<file path="src/pee_ram.sv">
// generic single write port, single read port ram with registered read data
// depends on nothing
module pee_ram #(
    parameter int WIDTH = 32,
    parameter int DEPTH = 128
) (
    input  logic                                     clk,
    input  logic                                     we,
    input  logic [(DEPTH > 1 ? $clog2(DEPTH) : 1)-1:0] waddr,
    input  logic [WIDTH-1:0]                         wdata,
    input  logic                                     re,
    input  logic [(DEPTH > 1 ? $clog2(DEPTH) : 1)-1:0] raddr,
    output logic [WIDTH-1:0]                         rdata
);

    logic [WIDTH-1:0] mem [DEPTH];
    logic [WIDTH-1:0] rdata_reg;

    always_ff @(posedge clk)
    begin
        if (we)
        begin
            mem[waddr] <= wdata;
        end
        if (re)
        begin
            rdata_reg <= mem[raddr];
        end
    end

    assign rdata = rdata_reg;

endmodule

</file>
<file path="config.mk">
export PLATFORM = sky130hd
export DESIGN_NAME = pee_ram
export DESIGN_NICKNAME = d
export VERILOG_FILES = /design/src/pee_ram.sv
export SDC_FILE = /design/constraint.sdc
export NUM_CORES = 2
export LEC_CHECK = 0
export BUFFER_PORTS_ARGS = -buffer_cell sky130_fd_sc_hd__buf_2
export CAP_MARGIN = 20
export CORE_ASPECT_RATIO = 0.8
export CORE_UTILIZATION = 55
export CTS_CLUSTER_SIZE = 20
export DETAILED_ROUTE_END_ITERATION = 8
export HOLD_SLACK_MARGIN = 0.03
export PLACE_DENSITY = 0.71
export SYNTH_ARGS = -nofsm -noshare
export SYNTH_HDL_FRONTEND = slang
export SYNTH_SLANG_ARGS = --single-unit
</file>
<file path="constraint.sdc">
create_clock -name clk -period 3.68 [get_ports clk]
set_input_delay 0.184 -clock clk [delete_from_list [all_inputs] [get_ports clk]]
set_output_delay 0.184 -clock clk [all_outputs]
set_load 0.01 [all_outputs]
</file>
======== Yosys cells after proc, flatten, opt, wreduce, memory -nomap -nowiden ========
Memories as Yosys holds them, arrays and structs flattened. A register that Yosys moved wholly into a read port is not among the register bits.
Cells that the tools add are included.
storage, ports and cells
  register bits ........................... 0
  bits in latches ......................... 0
  bits in writable memories ............... 4096
  memory bits (read-only) ................. 0
  bits of input ports ..................... 49
  output and inout bits ................... 32
  memories kept ........................... 1
cells by class
  $add $sub $neg .......................... 0
  $mul .................................... 0
  div/mod/pow operators ................... 0
  magnitude comparators ................... 0
  equality and inequality tests ........... 0
  shift operators ......................... 0
  multiplexer cells ....................... 2
  bitwise logic cells ..................... 0
  reduce and logical (&&, ||, !) cells .... 0
memory list
  memory  words  width  rd ports  clocked after memory_dff  write ports  line  RTL
  mem     128    32     1         1                         1            16    logic [WIDTH-1:0] mem [DEPTH];
operator list
  kind    count
  $mux 1  2

======== Longest topological paths before layout ========
  depth after elaboration ................. 2
  depth in mapped cells ................... 8
  gate-level depth less buffers ........... 4

======== Least setup slack after synthesis ========
Ideal clock, no wire load.
  path kind ............................... input to register
  from .................................... input we
  to ...................................... memory mem[98][0] (enable)
  data arrival time ....................... 2.962 ns
  data required time ...................... 3.219 ns
  setup slack ............................. 0.257 ns
  stages on the path ...................... 3
  path buffers ............................ 1
  cell sequence ........................... clkbuf_1 -> nand4_1 -> nor3_1
on the way
  longest elaborated chain between the ends .. 2
ends and longest elaborated chain
  what                          line  RTL
  start, declared               8     input logic we,
  $mux 1                        21    if (we)
  $mux 1 (implied by the code)  23    mem[waddr] <= wdata;
  end, declared                 16
Every way passes these cells.

==> results_dict.tcl <==
set metrics [dict create \
    pre_cts_ws_ns 0.04723 \
    ctsRootBufferMaster "clkbuf_16" \
    synthCells 5990 \
    crit_slowest_cell "mux4_2" \
    pin_count 81 \
    drv_slew 0 \
    relSlewSlack_pct 17.34 \
    largest_reg_flops 4096 \
    wl_per_cell_um 39.27 \
    path_max_fanout 1 \
    timing.rr.start "mem[34][14]" \
    postSynthAreaPerCell_sq_um 26.14 \
    period_share_pct 76.26 \
    firstDrtPassIters 5 \
    fmax_mhz 356.3 \
    grt_antenna_before_repair 52 \
    cp-startpoint "mem[34][14]" \
    hold_violations 0 \
    final_common_cell "edfxtp_1" \
    numCtsBuffers 379 \
    final_cells 10702 \
    crit_path_start_kind "register" \
    cpMostUsedCell "mux4_2" \
    cts.sinks 4128 \
    tightest_slew_ns 1.240 \
    io_buffers 80 \
    worstSetupPathType "reg -> reg" \
    drt-initial-drc-count 12069 \
    setup_violations 0 \
    synth_area_leaders "edfxtp_1, mux4_2, clkbuf_1" \
    die_height_um 479.3 \
    setup_slack_ns 0.8737 \
    synth_seq_cells 4128 \
    viasPerCell 6.879 \
    grt_max_degree 129 \
    whs_ns 0.09351 \
    final_area_sq_um 179000 \
    syn2layout_area_growth_pct 14.31 \
    drc 0 \
    overflow 0 \
    yosysWarnings 0 \
    clock_latency_ns 0.93 \
    synth.top_cell.area_share_pct 79.16 \
    maxCapViolCount 0 \
    setup_tns_ns 0 \
    grt_pass1_wl_mm 579.5 \
    cts_tree "built" \
    ctsHtreeMaxLevel 5 \
    clk_path_buf_depth 4 \
    cts_setup_buffers 0 \
    core-area_sq_um 282200 \
    dp.cells 9934 \
    ys_types 16 \
    cp.arrival_ns 3.46 \
    dpl.hpwl_mm 234.7 \
    cp.required_ns 4.33 \
    grt_setup_unrepaired "no" \
    wirelength_mm 420.3 \
    syn_area_sq_um 156600 \
    ant_nets 0 \
    p_leak_nw 54.94 \
    die_x_um 598.6 \
    crit_chain "mux4_2, mux4_2, mux4_2, mux2_2" \
    dr_total_vias 73619 \
    fin_skew_ns 0.06897 \
    status "finished clean" \
    die_area_sq_um 286900 \
    placed_cell_area_sq_um 166400 \
    yosys.area.top_type "edfxtp_1" \
    grt_usage_pct 29.59 \
    synth_fp_nets 6039 \
    start_util_pct 55.50 \
    hold_class "in -> reg" \
    place.gp.congestion 0.8595 \
    peakVddDrop_mv 0.6365 \
    hold_path.startpoint "waddr[1]" \
    drive_gt1_share_pct 36.55 \
    fin_nets 6622 \
    cts_resized 0 \
    period_needed_ns 2.806 \
    ys_seq_area_share_pct 79.16 \
    grt_pass1_vias 72962 \
    worstSetupEndpointType "register" \
    slowest_delay_ns 0.66 \
    core.rowCount 174 \
    power.density_nw_per_um2 537.6 \
    final_cell_mix "edfxtp_1, mux4_2, clkbuf_16" \
    clk_pin_slew_ns 0.06 \
]
## layout make-up
type,count,area [sq um]
antenna,37,92.59
clock buffer,464,9910
clock inverter,225,2091
fill,17822,103100
multi-input combinational,1546,32290
sequential,4128,124000
tap,3784,4735
timing repair buffer,518,5926
## worst max-delay path: cells and delay by family, from the launching register on
kind / cells / cell delay (ns)
multiplexers: 4 / 2.14
flip-flops: 1 / 0.41
## worst paths after layout
path,slack [ns],cells after the start,to
max,0.87,4,rdata[14]
min reg2reg,1.20,4,rdata[12]
max reg2reg,0.87,4,rdata[14]
min,0.09,4,mem[70][23]
## logic make-up (layout without fill, tap and decap cells)
kind of cell | after synthesis | count (layout) | share of synthesized area, %
flip-flops | 4128 | 4128 | 79.16
other | 0 | 37 | 0
AND/OR/NAND/NOR | 170 | 170 | 0.4450
multiplexers | 1376 | 1376 | 19.56
buffers and inverters | 316 | 1207 | 0.8373
## metrics by stage
step                      total power [W]  util [%]
after floorplan                   0.05554         -
after global placement            0.05819     58.96
after detailed placement          0.05830     58.96
after CTS                         0.09638     63.31
after global routing              0.09840     63.41
final                             0.09623     63.44
## synthesized netlist by cell type (all sizes together)
cell and number:
nor3 9, nor2 122, edfxtp 4128, nand4 3
nand2b 2, mux2 32, nor2b 7, buf 134
or3 1, clkbuf 182, nand2 14, mux4 1344
nand3 12
## power breakdown
group	switching (W)	internal [W]
Sequential	0.000128	0.0520
Clock	0.0171	0.0217
Combinational	0.00327	0.00209
## repair_timing
| item | CTS | global route |
|---|---|---|
| endpoints found under the setup margin | 0 | 0 |
| endpoints found under the hold margin | 1493 | 345 |
| hold buffers | 27 | 7 |
## per-layer routing
metal	up-vias	GRT usage (%)	routed length, um
li1	27626	-	-
met1	39462	42.22	149500
met2	5679	42.99	186600
met3	818	10.75	66840
met4	34	9.779	16970
met5	-	0.3977	400
No activity file was read; power rests on OpenSTA's default activity.
