$ cat src/pee_pkg.sv
// shared types and constants for the postfix expression evaluator
// character codes, status codes and the arithmetic unit request/response
// depends on nothing; used by every other file of the block but pee_ram
package pee_pkg;

    localparam int DATA_W = 32;
    localparam int CHAR_W = 8;
    localparam int STAT_W = 3;

    localparam logic [CHAR_W-1:0] CH_NUL   = 8'h00;
    localparam logic [CHAR_W-1:0] CH_TAB   = 8'h09;
    localparam logic [CHAR_W-1:0] CH_CR    = 8'h0D;
    localparam logic [CHAR_W-1:0] CH_SPACE = 8'h20;
    localparam logic [CHAR_W-1:0] CH_COMMA = 8'h2C;
    localparam logic [CHAR_W-1:0] CH_PLUS  = 8'h2B;
    localparam logic [CHAR_W-1:0] CH_MINUS = 8'h2D;
    localparam logic [CHAR_W-1:0] CH_STAR  = 8'h2A;
    localparam logic [CHAR_W-1:0] CH_SLASH = 8'h2F;
    localparam logic [CHAR_W-1:0] CH_CARET = 8'h5E;
    localparam logic [CHAR_W-1:0] CH_ZERO  = 8'h30;
    localparam logic [CHAR_W-1:0] CH_NINE  = 8'h39;
    localparam logic [CHAR_W-1:0] CH_UP_A  = 8'h41;
    localparam logic [CHAR_W-1:0] CH_UP_Z  = 8'h5A;
    localparam logic [CHAR_W-1:0] CH_LO_A  = 8'h61;
    localparam logic [CHAR_W-1:0] CH_LO_Z  = 8'h7A;
    localparam logic [CHAR_W-1:0] CASE_BIT = 8'h20;

    localparam logic [STAT_W-1:0] ST_OK      = 3'd0;
    localparam logic [STAT_W-1:0] ST_BADOP   = 3'd1;
    localparam logic [STAT_W-1:0] ST_UNDER   = 3'd2;
    localparam logic [STAT_W-1:0] ST_OVER    = 3'd3;
    localparam logic [STAT_W-1:0] ST_DIVZERO = 3'd4;

    localparam logic [DATA_W-1:0] ALL_ONES = '1;

    typedef enum logic [2:0] {
        OP_ADD = 3'd0,
        OP_SUB = 3'd1,
        OP_MUL = 3'd2,
        OP_DIV = 3'd3,
        OP_POW = 3'd4
    } alu_op_t;

    typedef struct packed {
        logic    start;
        alu_op_t op;
    } alu_req_t;

    typedef struct packed {
        logic              done;
        logic              div_zero;
        logic [DATA_W-1:0] result;
    } alu_rsp_t;

endpackage

$ cat src/pee_alu.sv
// shared arithmetic unit: add, subtract, multiply in one pass,
// restoring divide one bit per cycle, square-and-multiply power on one multiplier
// depends on pee_pkg
module pee_alu (
    input  logic                      clk,
    input  logic                      rst_n,
    input  pee_pkg::alu_req_t         req,
    input  logic [pee_pkg::DATA_W-1:0] opa,
    input  logic [pee_pkg::DATA_W-1:0] opb,
    output pee_pkg::alu_rsp_t         rsp
);
    import pee_pkg::*;

    localparam int CNT_W = $clog2(DATA_W);

    typedef enum logic [4:0] {
        A_IDLE = 5'b00001,
        A_DIV  = 5'b00010,
        A_SIGN = 5'b00100,
        A_POW  = 5'b01000,
        A_DONE = 5'b10000
    } alu_state_t;

    alu_state_t        state_reg, state_next;
    logic [DATA_W-1:0] res_reg, res_next;
    logic              dz_reg, dz_next;
    logic [DATA_W-1:0] acc_reg, acc_next;
    logic [DATA_W-1:0] sq_reg, sq_next;
    logic [DATA_W-1:0] exp_reg, exp_next;
    logic              phase_reg, phase_next;
    logic [DATA_W-1:0] rem_reg, rem_next;
    logic [DATA_W-1:0] quo_reg, quo_next;
    logic [DATA_W-1:0] dvs_reg, dvs_next;
    logic              neg_reg, neg_next;
    logic [CNT_W-1:0]  cnt_reg, cnt_next;

    logic [DATA_W-1:0] mul_x, mul_y, prod;
    logic [DATA_W:0]   trial;
    logic              fits;
    logic [DATA_W-1:0] mag_a, mag_b;

    assign prod  = mul_x * mul_y;
    assign trial = {rem_reg, quo_reg[DATA_W-1]};
    assign fits  = trial >= {1'b0, dvs_reg};
    assign mag_a = opa[DATA_W-1] ? (DATA_W'(0) - opa) : opa;
    assign mag_b = opb[DATA_W-1] ? (DATA_W'(0) - opb) : opb;

    always_comb
    begin
        state_next = state_reg;
        res_next   = res_reg;
        dz_next    = dz_reg;
        acc_next   = acc_reg;
        sq_next    = sq_reg;
        exp_next   = exp_reg;
        phase_next = phase_reg;
        rem_next   = rem_reg;
        quo_next   = quo_reg;
        dvs_next   = dvs_reg;
        neg_next   = neg_reg;
        cnt_next   = cnt_reg;
        mul_x      = opa;
        mul_y      = opb;
        case (state_reg)
            A_IDLE:
            begin
                if (req.start)
                begin
                    dz_next    = 1'b0;
                    state_next = A_DONE;
                    case (req.op)
                        OP_ADD: res_next = opa + opb;
                        OP_SUB: res_next = opa - opb;
                        OP_MUL: res_next = prod;
                        OP_DIV:
                        begin
                            if (opb == '0)
                            begin
                                res_next = '0;
                                dz_next  = 1'b1;
                            end
                            else
                            begin
                                quo_next   = mag_a;
                                dvs_next   = mag_b;
                                rem_next   = '0;
                                neg_next   = opa[DATA_W-1] ^ opb[DATA_W-1];
                                cnt_next   = '0;
                                state_next = A_DIV;
                            end
                        end
                        OP_POW:
                        begin
                            if (opb[DATA_W-1])
                            begin
                                if (opa == DATA_W'(1))
                                begin
                                    res_next = DATA_W'(1);
                                end
                                else if (opa == ALL_ONES)
                                begin
                                    res_next = opb[0] ? ALL_ONES : DATA_W'(1);
                                end
                                else
                                begin
                                    res_next = '0;
                                end
                            end
                            else
                            begin
                                acc_next   = DATA_W'(1);
                                sq_next    = opa;
                                exp_next   = opb;
                                phase_next = 1'b0;
                                state_next = A_POW;
                            end
                        end
                        default: res_next = '0;
                    endcase
                end
            end
            A_DIV:
            begin
                if (fits)
                begin
                    rem_next = DATA_W'(trial - {1'b0, dvs_reg});
                end
                else
                begin
                    rem_next = trial[DATA_W-1:0];
                end
                quo_next = {quo_reg[DATA_W-2:0], fits};
                cnt_next = cnt_reg + 1'b1;
                if (cnt_reg == CNT_W'(DATA_W - 1))
                begin
                    state_next = A_SIGN;
                end
            end
            A_SIGN:
            begin
                res_next   = neg_reg ? (DATA_W'(0) - quo_reg) : quo_reg;
                state_next = A_DONE;
            end
            A_POW:
            begin
                if (exp_reg == '0)
                begin
                    res_next   = acc_reg;
                    state_next = A_DONE;
                end
                else if (exp_reg[0] && !phase_reg)
                begin
                    mul_x      = acc_reg;
                    mul_y      = sq_reg;
                    acc_next   = prod;
                    phase_next = 1'b1;
                end
                else
                begin
                    mul_x      = sq_reg;
                    mul_y      = sq_reg;
                    sq_next    = prod;
                    exp_next   = exp_reg >> 1;
                    phase_next = 1'b0;
                end
            end
            A_DONE:
            begin
                state_next = A_IDLE;
            end
            default:
            begin
                state_next = A_IDLE;
            end
        endcase
    end

    always_ff @(posedge clk or negedge rst_n)
    begin
        if (!rst_n)
        begin
            state_reg <= A_IDLE;
        end
        else
        begin
            state_reg <= state_next;
        end
    end

    always_ff @(posedge clk)
    begin
        res_reg   <= res_next;
        dz_reg    <= dz_next;
        acc_reg   <= acc_next;
        sq_reg    <= sq_next;
        exp_reg   <= exp_next;
        phase_reg <= phase_next;
        rem_reg   <= rem_next;
        quo_reg   <= quo_next;
        dvs_reg   <= dvs_next;
        neg_reg   <= neg_next;
        cnt_reg   <= cnt_next;
    end

    assign rsp.done     = (state_reg == A_DONE);
    assign rsp.div_zero = dz_reg;
    assign rsp.result   = res_reg;

endmodule

$ cat config.mk
export PLATFORM = sky130hd
export DESIGN_NAME = pee_alu
export DESIGN_NICKNAME = d
export VERILOG_FILES = /design/src/pee_pkg.sv /design/src/pee_alu.sv
export SDC_FILE = /design/constraint.sdc
export NUM_CORES = 2
export LEC_CHECK = 0
export BUFFER_PORTS_ARGS = -buffer_cell sky130_fd_sc_hd__buf_2
export CORE_ASPECT_RATIO = 0.5
export CORE_MARGIN = 2
export CORE_UTILIZATION = 60
export CTS_CLUSTER_DIAMETER = 50
export DETAILED_ROUTE_END_ITERATION = 7
export GPL_ROUTABILITY_DRIVEN = 0
export PLACE_DENSITY = 0.78
export REMOVE_ABC_BUFFERS = 1
export SLEW_MARGIN = 20
export SYNTH_ARGS = -nofsm -noshare
export SYNTH_HDL_FRONTEND = slang
export SYNTH_SLANG_ARGS = --single-unit
$ cat constraint.sdc
create_clock -name clk -period 11.6 [get_ports clk]
set_input_delay 2.9 -clock clk [delete_from_list [all_inputs] [get_ports clk]]
set_output_delay 2.9 -clock clk [all_outputs]
set_load 0.02 [all_outputs]
# After elaboration in Yosys (flattened, before gate mapping)

Cells that the tools add are included.

$add $sub $neg: 7
Multipliers: 1
Order comparisons: 1
Equal/unequal tests: 24
Muxes and demuxes: 62
Bitwise operators: 2
Reductions and logical operators: 16

Operators with widths:

| cell                    | number |
|---|---|
| $mux W32                | 36 |
| $pmux W32 S2            | 5 |
| $pmux W32 S5            | 1 |
| $pmux W32 S3            | 1 |
| $sub A1 B32 Y32 const A | 3 |
| $logic_not A32 Y1       | 2 |
| $sub A32 B32 Y32        | 2 |
| $mux W5                 | 8 |
| $ge A33 B32 Y1          | 1 |
| $add A32 B32 Y32        | 1 |
| $eq A32 B1 Y1 const B   | 1 |
| $eq A32 B32 Y1 const B  | 1 |
| $mul A32 B32 Y32        | 1 |
| $mux W31                | 1 |
| $pmux W5 S2             | 2 |
| $pmux W5 S4             | 1 |
| $ne A2 B2 Y1 const B    | 8 |
| $reduce_and A6 Y1       | 2 |
| $eq A5 B5 Y1 const B    | 2 |
| $reduce_and A5 Y1       | 2 |
| $reduce_and A4 Y1       | 2 |
| $eq A3 B2 Y1 const B    | 2 |
| $mux W1                 | 6 |
| $ne A3 B3 Y1 const B    | 2 |
| 18 further kinds        | 20 |

Register bits after elaboration: 237
Bits of input ports: 70
Output and inout port bits: 34
Logic and storage cells: 126

# Longest topological paths before layout

Depth in word-level cells: 9
Gate-level depth with buffers: 36
Gate-level depth less buffers: 32

# Worst setup path before layout

OpenSTA, ideal clock, no wires.

Path type: input-to-reg
From: input port opb[7] (netlist bit)
To: register res_reg[31] (data pin)
Setup time: 130 ps
Data arrival time: 10210 ps
Required time: 11470 ps
Slack: 1260 ps
Stages on the path: 28
Buffers on the path: 2
Cells stage by stage: clkbuf_1 > mux2i_1 > clkbuf_1 > nor2_1 > fa_1 > fa_1 > fa_1 > inv_1 > fa_1 > inv_1 > fa_1 > inv_1 > fa_1 > inv_1 > fa_1 > fa_1 > ha_1 > a21o_1 > a21o_1 > a21oi_1 > o21ai_0 > a31oi_1 > o211ai_1 > a21o_1 > a21oi_1 > xnor3_1 > o221ai_1 > o21a_1

Longest elaborated chain between the ends: 6
Elaborated cells on any way between the ends: 8
Classes of those cells: add/sub (2); mul (1); mux (5)

Ends and longest elaborated chain:

| element              | RTL line       | RTL |
|---|---|---|
| start, declared      | pee_alu.sv:9   | `input logic [pee_pkg::DATA_W-1:0] opb,` |
| $mux W32             | pee_alu.sv:146 | `if (exp_reg == '0)` |
| $mux W32             | pee_alu.sv:64  | `case (state_reg)` |
| $mul A32 B32 Y32     | pee_alu.sv:42  | `assign prod = mul_x * mul_y;` |
| $pmux W32 S5 (*)     | pee_alu.sv:71  | `case (req.op)` |
| $mux W32 (*)         | pee_alu.sv:67  | `if (req.start)` |
| $pmux W32 S3 (*)     | pee_alu.sv:64  |  |
| net res_next[31]     | pee_alu.sv:25  | `logic [DATA_W-1:0] res_reg, res_next;` |
| end signal, assigned | pee_alu.sv:192 | `res_reg <= res_next;` |
| end, declared        | pee_alu.sv:25  |  |

The timed path passes the listed nets; every way through them passes the cells marked *. The select of a mux whose other input is x is not followed.
A chain may end at the register's enable or synchronous reset.

# Worst setup path in the final report

From: input port opa[6] (netlist bit)
To: register res_reg[30] (data pin)

Longest elaborated chain between the ends: 7
Elaborated cells on any way between the ends: 13
Classes of those cells: add/sub (2); mul (1); eq/ne (2); mux (8)

Ends and longest elaborated chain:

| element                                                  | RTL line      | RTL |
|---|---|---|
| start, declared                                          | pee_alu.sv:8  | `input logic [pee_pkg::DATA_W-1:0] opa,` |
| branches (longest 4 deep; another with $mul A32 B32 Y32) | -             |  |
| $pmux W32 S5 (*)                                         | pee_alu.sv:71 |  |
| $mux W32 (*)                                             | pee_alu.sv:67 |  |
| $pmux W32 S3 (*)                                         | pee_alu.sv:64 |  |
| net res_next[30]                                         | pee_alu.sv:25 |  |

Mark *: on every way through the listed nets, which the timed path passes. The select of a mux whose other input is x is not followed.

==> impl_metrics.env <==
export IMPL_vias=28200
export IMPL_coreArea_sq_mm=0.0535
export IMPL_path_max_fanout=8
export IMPL_mostFrequentLayoutCells="nand2_1 (465), inv_1 (449), nor2_1 (425)"
export IMPL_wl_per_cell_um=25.2
export IMPL_drtPass1Iterations=8
export IMPL_final_common_cell="nand2_1"
export IMPL_cp_end_kind="register"
export IMPL_grtUsageTotal=0.395
export IMPL_r2r_slack_ps=1030
export IMPL_cpLargestDelayFamily="adder cells"
export IMPL_fmax_mhz=94.4
export IMPL_dpl_hpwl_mm=86.6
export IMPL_post_place_ws_ps=610
export IMPL_worstPathRequired_ps=11930
export IMPL_avgSynthCellArea_sq_um=9.07
export IMPL_max_cap_violations=0
export IMPL_port_buffers=103
export IMPL_cts_resized=0
export IMPL_maxSlewViolCount=0
export IMPL_cts_max_path_buffers=3
export IMPL_die_area_sq_mm=0.0559
export IMPL_grt_pass1_wl_mm=166
export IMPL_startpoint_type="input pin"
export IMPL_rows=60
export IMPL_viasPerCell=6.41
export IMPL_synth_cell_types=71
export IMPL_start_util=0.604
export IMPL_instances_no_fill=4393
export IMPL_setup_violations=0
export IMPL_clkLatencyLatePin_ps=590
export IMPL_synth_edf_count=231
export IMPL_synth_top_flop_cell="edfxtp_1"
export IMPL_r2r_start="exp_reg[0]"
export IMPL_path_class="input pin to register"
export IMPL_cts_buffers=31
export IMPL_die_w_um=332
export IMPL_yosys_register_bits=236
export IMPL_antenna_left=0
export IMPL_wl_mm=111
export IMPL_netlist_area_sq_mm=0.0324
export IMPL_io_pins=104
export IMPL_finalClockSkew_ps=33.8
export IMPL_clk_pin_slew_ps=60
export IMPL_nNetsFinal=4325
export IMPL_worstMarginPinSlew_ps=1180
export IMPL_place_inst=4330
export IMPL_min_period_over_period=0.913
export IMPL_cts_hold_buf=0
export IMPL_r2r_end="res_reg[31]"
export IMPL_layout_setup_ws_ps=1010
export IMPL_arrival_ps=10930
export IMPL_slew_headroom=0.206
export IMPL_reg2regPathDepth=31
export IMPL_grt_pass1_vias=28800
export IMPL_ys_seq_area_frac=0.218
export IMPL_syn_inst=3569
export IMPL_layout_drive_gt1_share=0.0971
export IMPL_async_flop_share=0.0212
export IMPL_hold_path_class="register to register"
export IMPL_grt_max_degree=78
export IMPL_cpMostUsedCell="fa_1"
export IMPL_grt_ovfl_total=0
export IMPL_root_buffer="clkbuf_16"
export IMPL_cts_htree_levels=1
export IMPL_drt_iter0_markers=4299
export IMPL_syn_to_final_growth_pct=8.77
export IMPL_ys_warn_count=0
export IMPL_hold_end="exp_reg[3]"
export IMPL_drc=7
export IMPL_status="complete, but fails checks"
export IMPL_rsz0062_at_grt="false"
export IMPL_hp_start="exp_reg[4]"
export IMPL_die_h_um=168
export IMPL_critPathMaxStageDelay_ps=580
export IMPL_violations="design-rule violations"
export IMPL_postCtsSetupBuffers=0
export IMPL_clkSinkCount=236
export IMPL_hold_viol_final=0
export IMPL_cts_tree="done"
export IMPL_worstPathBufferInverterCount=7
export IMPL_fillerInstances=4226
export IMPL_antenna_found_initial=6
export IMPL_hold_path_depth=2
export IMPL_slowest_stage="fa_1"
export IMPL_min_period_ps=10590
==> through the flow <==
| step | util | TNS, ps | instance area (sq um) | hold slack, ps |
|---|---|---|---|---|
| 2_1_floorplan | - | -239810 | 31600 | 510 |
| 3_3_place_gp | 0.638 | 0 | 34100 | 522 |
| 3_5_place_dp | 0.638 | 0 | 34100 | 528 |
| 4_1_cts | 0.656 | 0 | 35100 | 545 |
| 5_1_grt | 0.657 | 0 | 35200 | 562 |
| 6_report | 0.657 | 0 | 35200 | 552 |
==> logic make-up after synthesis <==
logic type | share of synthesized area
simple gates | 0.155
buf+inv | 0.0741
fa+ha+maj | 0.328
compound gates | 0.109
xor+xnor | 0.0776
flops | 0.218
mux | 0.0379
==> per-layer routing <==
metal  up-vias  wire, um  track usage
li1      11800         -            -
met1     13400     37700        0.488
met2      2337     46300        0.586
met3       627     18100        0.148
met4         2      8540        0.254
met5         -        43      0.00766
==> Yosys cell counts, types with 5 or more instances <==
| cell type | instances | area [sq um] |
|---|---|---|
| a211oi_1 | 5 | 37.5 |
| a21boi_0 | 7 | 52.6 |
| a21o_1 | 74 | 556 |
| a21oi_1 | 97 | 485 |
| a221o_1 | 9 | 90.1 |
| a221oi_1 | 8 | 70.1 |
| a22oi_1 | 21 | 158 |
| a31o_2 | 5 | 43.8 |
| a31oi_1 | 13 | 81.3 |
| and2_1 | 30 | 188 |
| and3_1 | 13 | 81.3 |
| and4_1 | 6 | 52.6 |
| buf_1 | 19 | 71.3 |
| clkbuf_1 | 154 | 578 |
| edfxtp_1 | 231 | 6940 |
| fa_1 | 410 | 8210 |
| ha_1 | 193 | 2410 |
| inv_1 | 449 | 1690 |
| mux2_2 | 28 | 315 |
| mux2i_1 | 91 | 911 |
| nand2_1 | 465 | 1750 |
| nand2b_1 | 29 | 181 |
| nand3_1 | 16 | 80.1 |
| nand4_1 | 24 | 150 |
| nor2_1 | 428 | 1610 |
| nor2b_1 | 31 | 194 |
| nor3_1 | 25 | 125 |
| nor3b_1 | 5 | 37.5 |
| nor4_1 | 16 | 100 |
| o211ai_1 | 5 | 37.5 |
| o21a_1 | 39 | 293 |
| o21ai_0 | 151 | 756 |
| o21ai_1 | 21 | 105 |
| o21bai_1 | 14 | 105 |
| o221ai_1 | 7 | 61.3 |
| o31ai_1 | 34 | 255 |
| o41ai_1 | 9 | 78.8 |
| or2_2 | 14 | 87.6 |
| or3_1 | 22 | 138 |
| or4_1 | 12 | 90.1 |
| xnor2_1 | 172 | 1510 |
| xor2_1 | 107 | 937 |
==> worst max path at each step <==
stage	startpoint	end	cells past startpoint
after CTS	opa[6]	res_reg[30]	30
final	opa[6]	res_reg[30]	30
after floorplan	exp_reg[0]	res_reg[31]	29
after detailed placement	opa[6]	res_reg[30]	30
after global routing	opa[6]	res_reg[30]	30
after global placement	opb[3]	res_reg[30]	27
==> tightest hold or removal path: cells and delay by family, from the launching register on <==
kind / cells / cell delay, ps
flops: 1 / 340
simple gates: 2 / 110
==> final cells by class <==
cell class / instances / area (sq um) / share of cell area
clock inverter: 24 / 203 / 0.00576
sequential: 236 / 7060 / 0.201
inverter: 449 / 1690 / 0.0479
clock buffer: 32 / 779 / 0.0222
timing repair buffer: 232 / 1550 / 0.0440
antenna: 5 / 12.5 / 0.000356
tap: 713 / 892 / 0.0254
multi-input combinational: 2702 / 23000 / 0.654
Power is left out: the tool's default activity adds up to more than one toggle a clock period on the data nets, which glitch-free logic cannot reach.
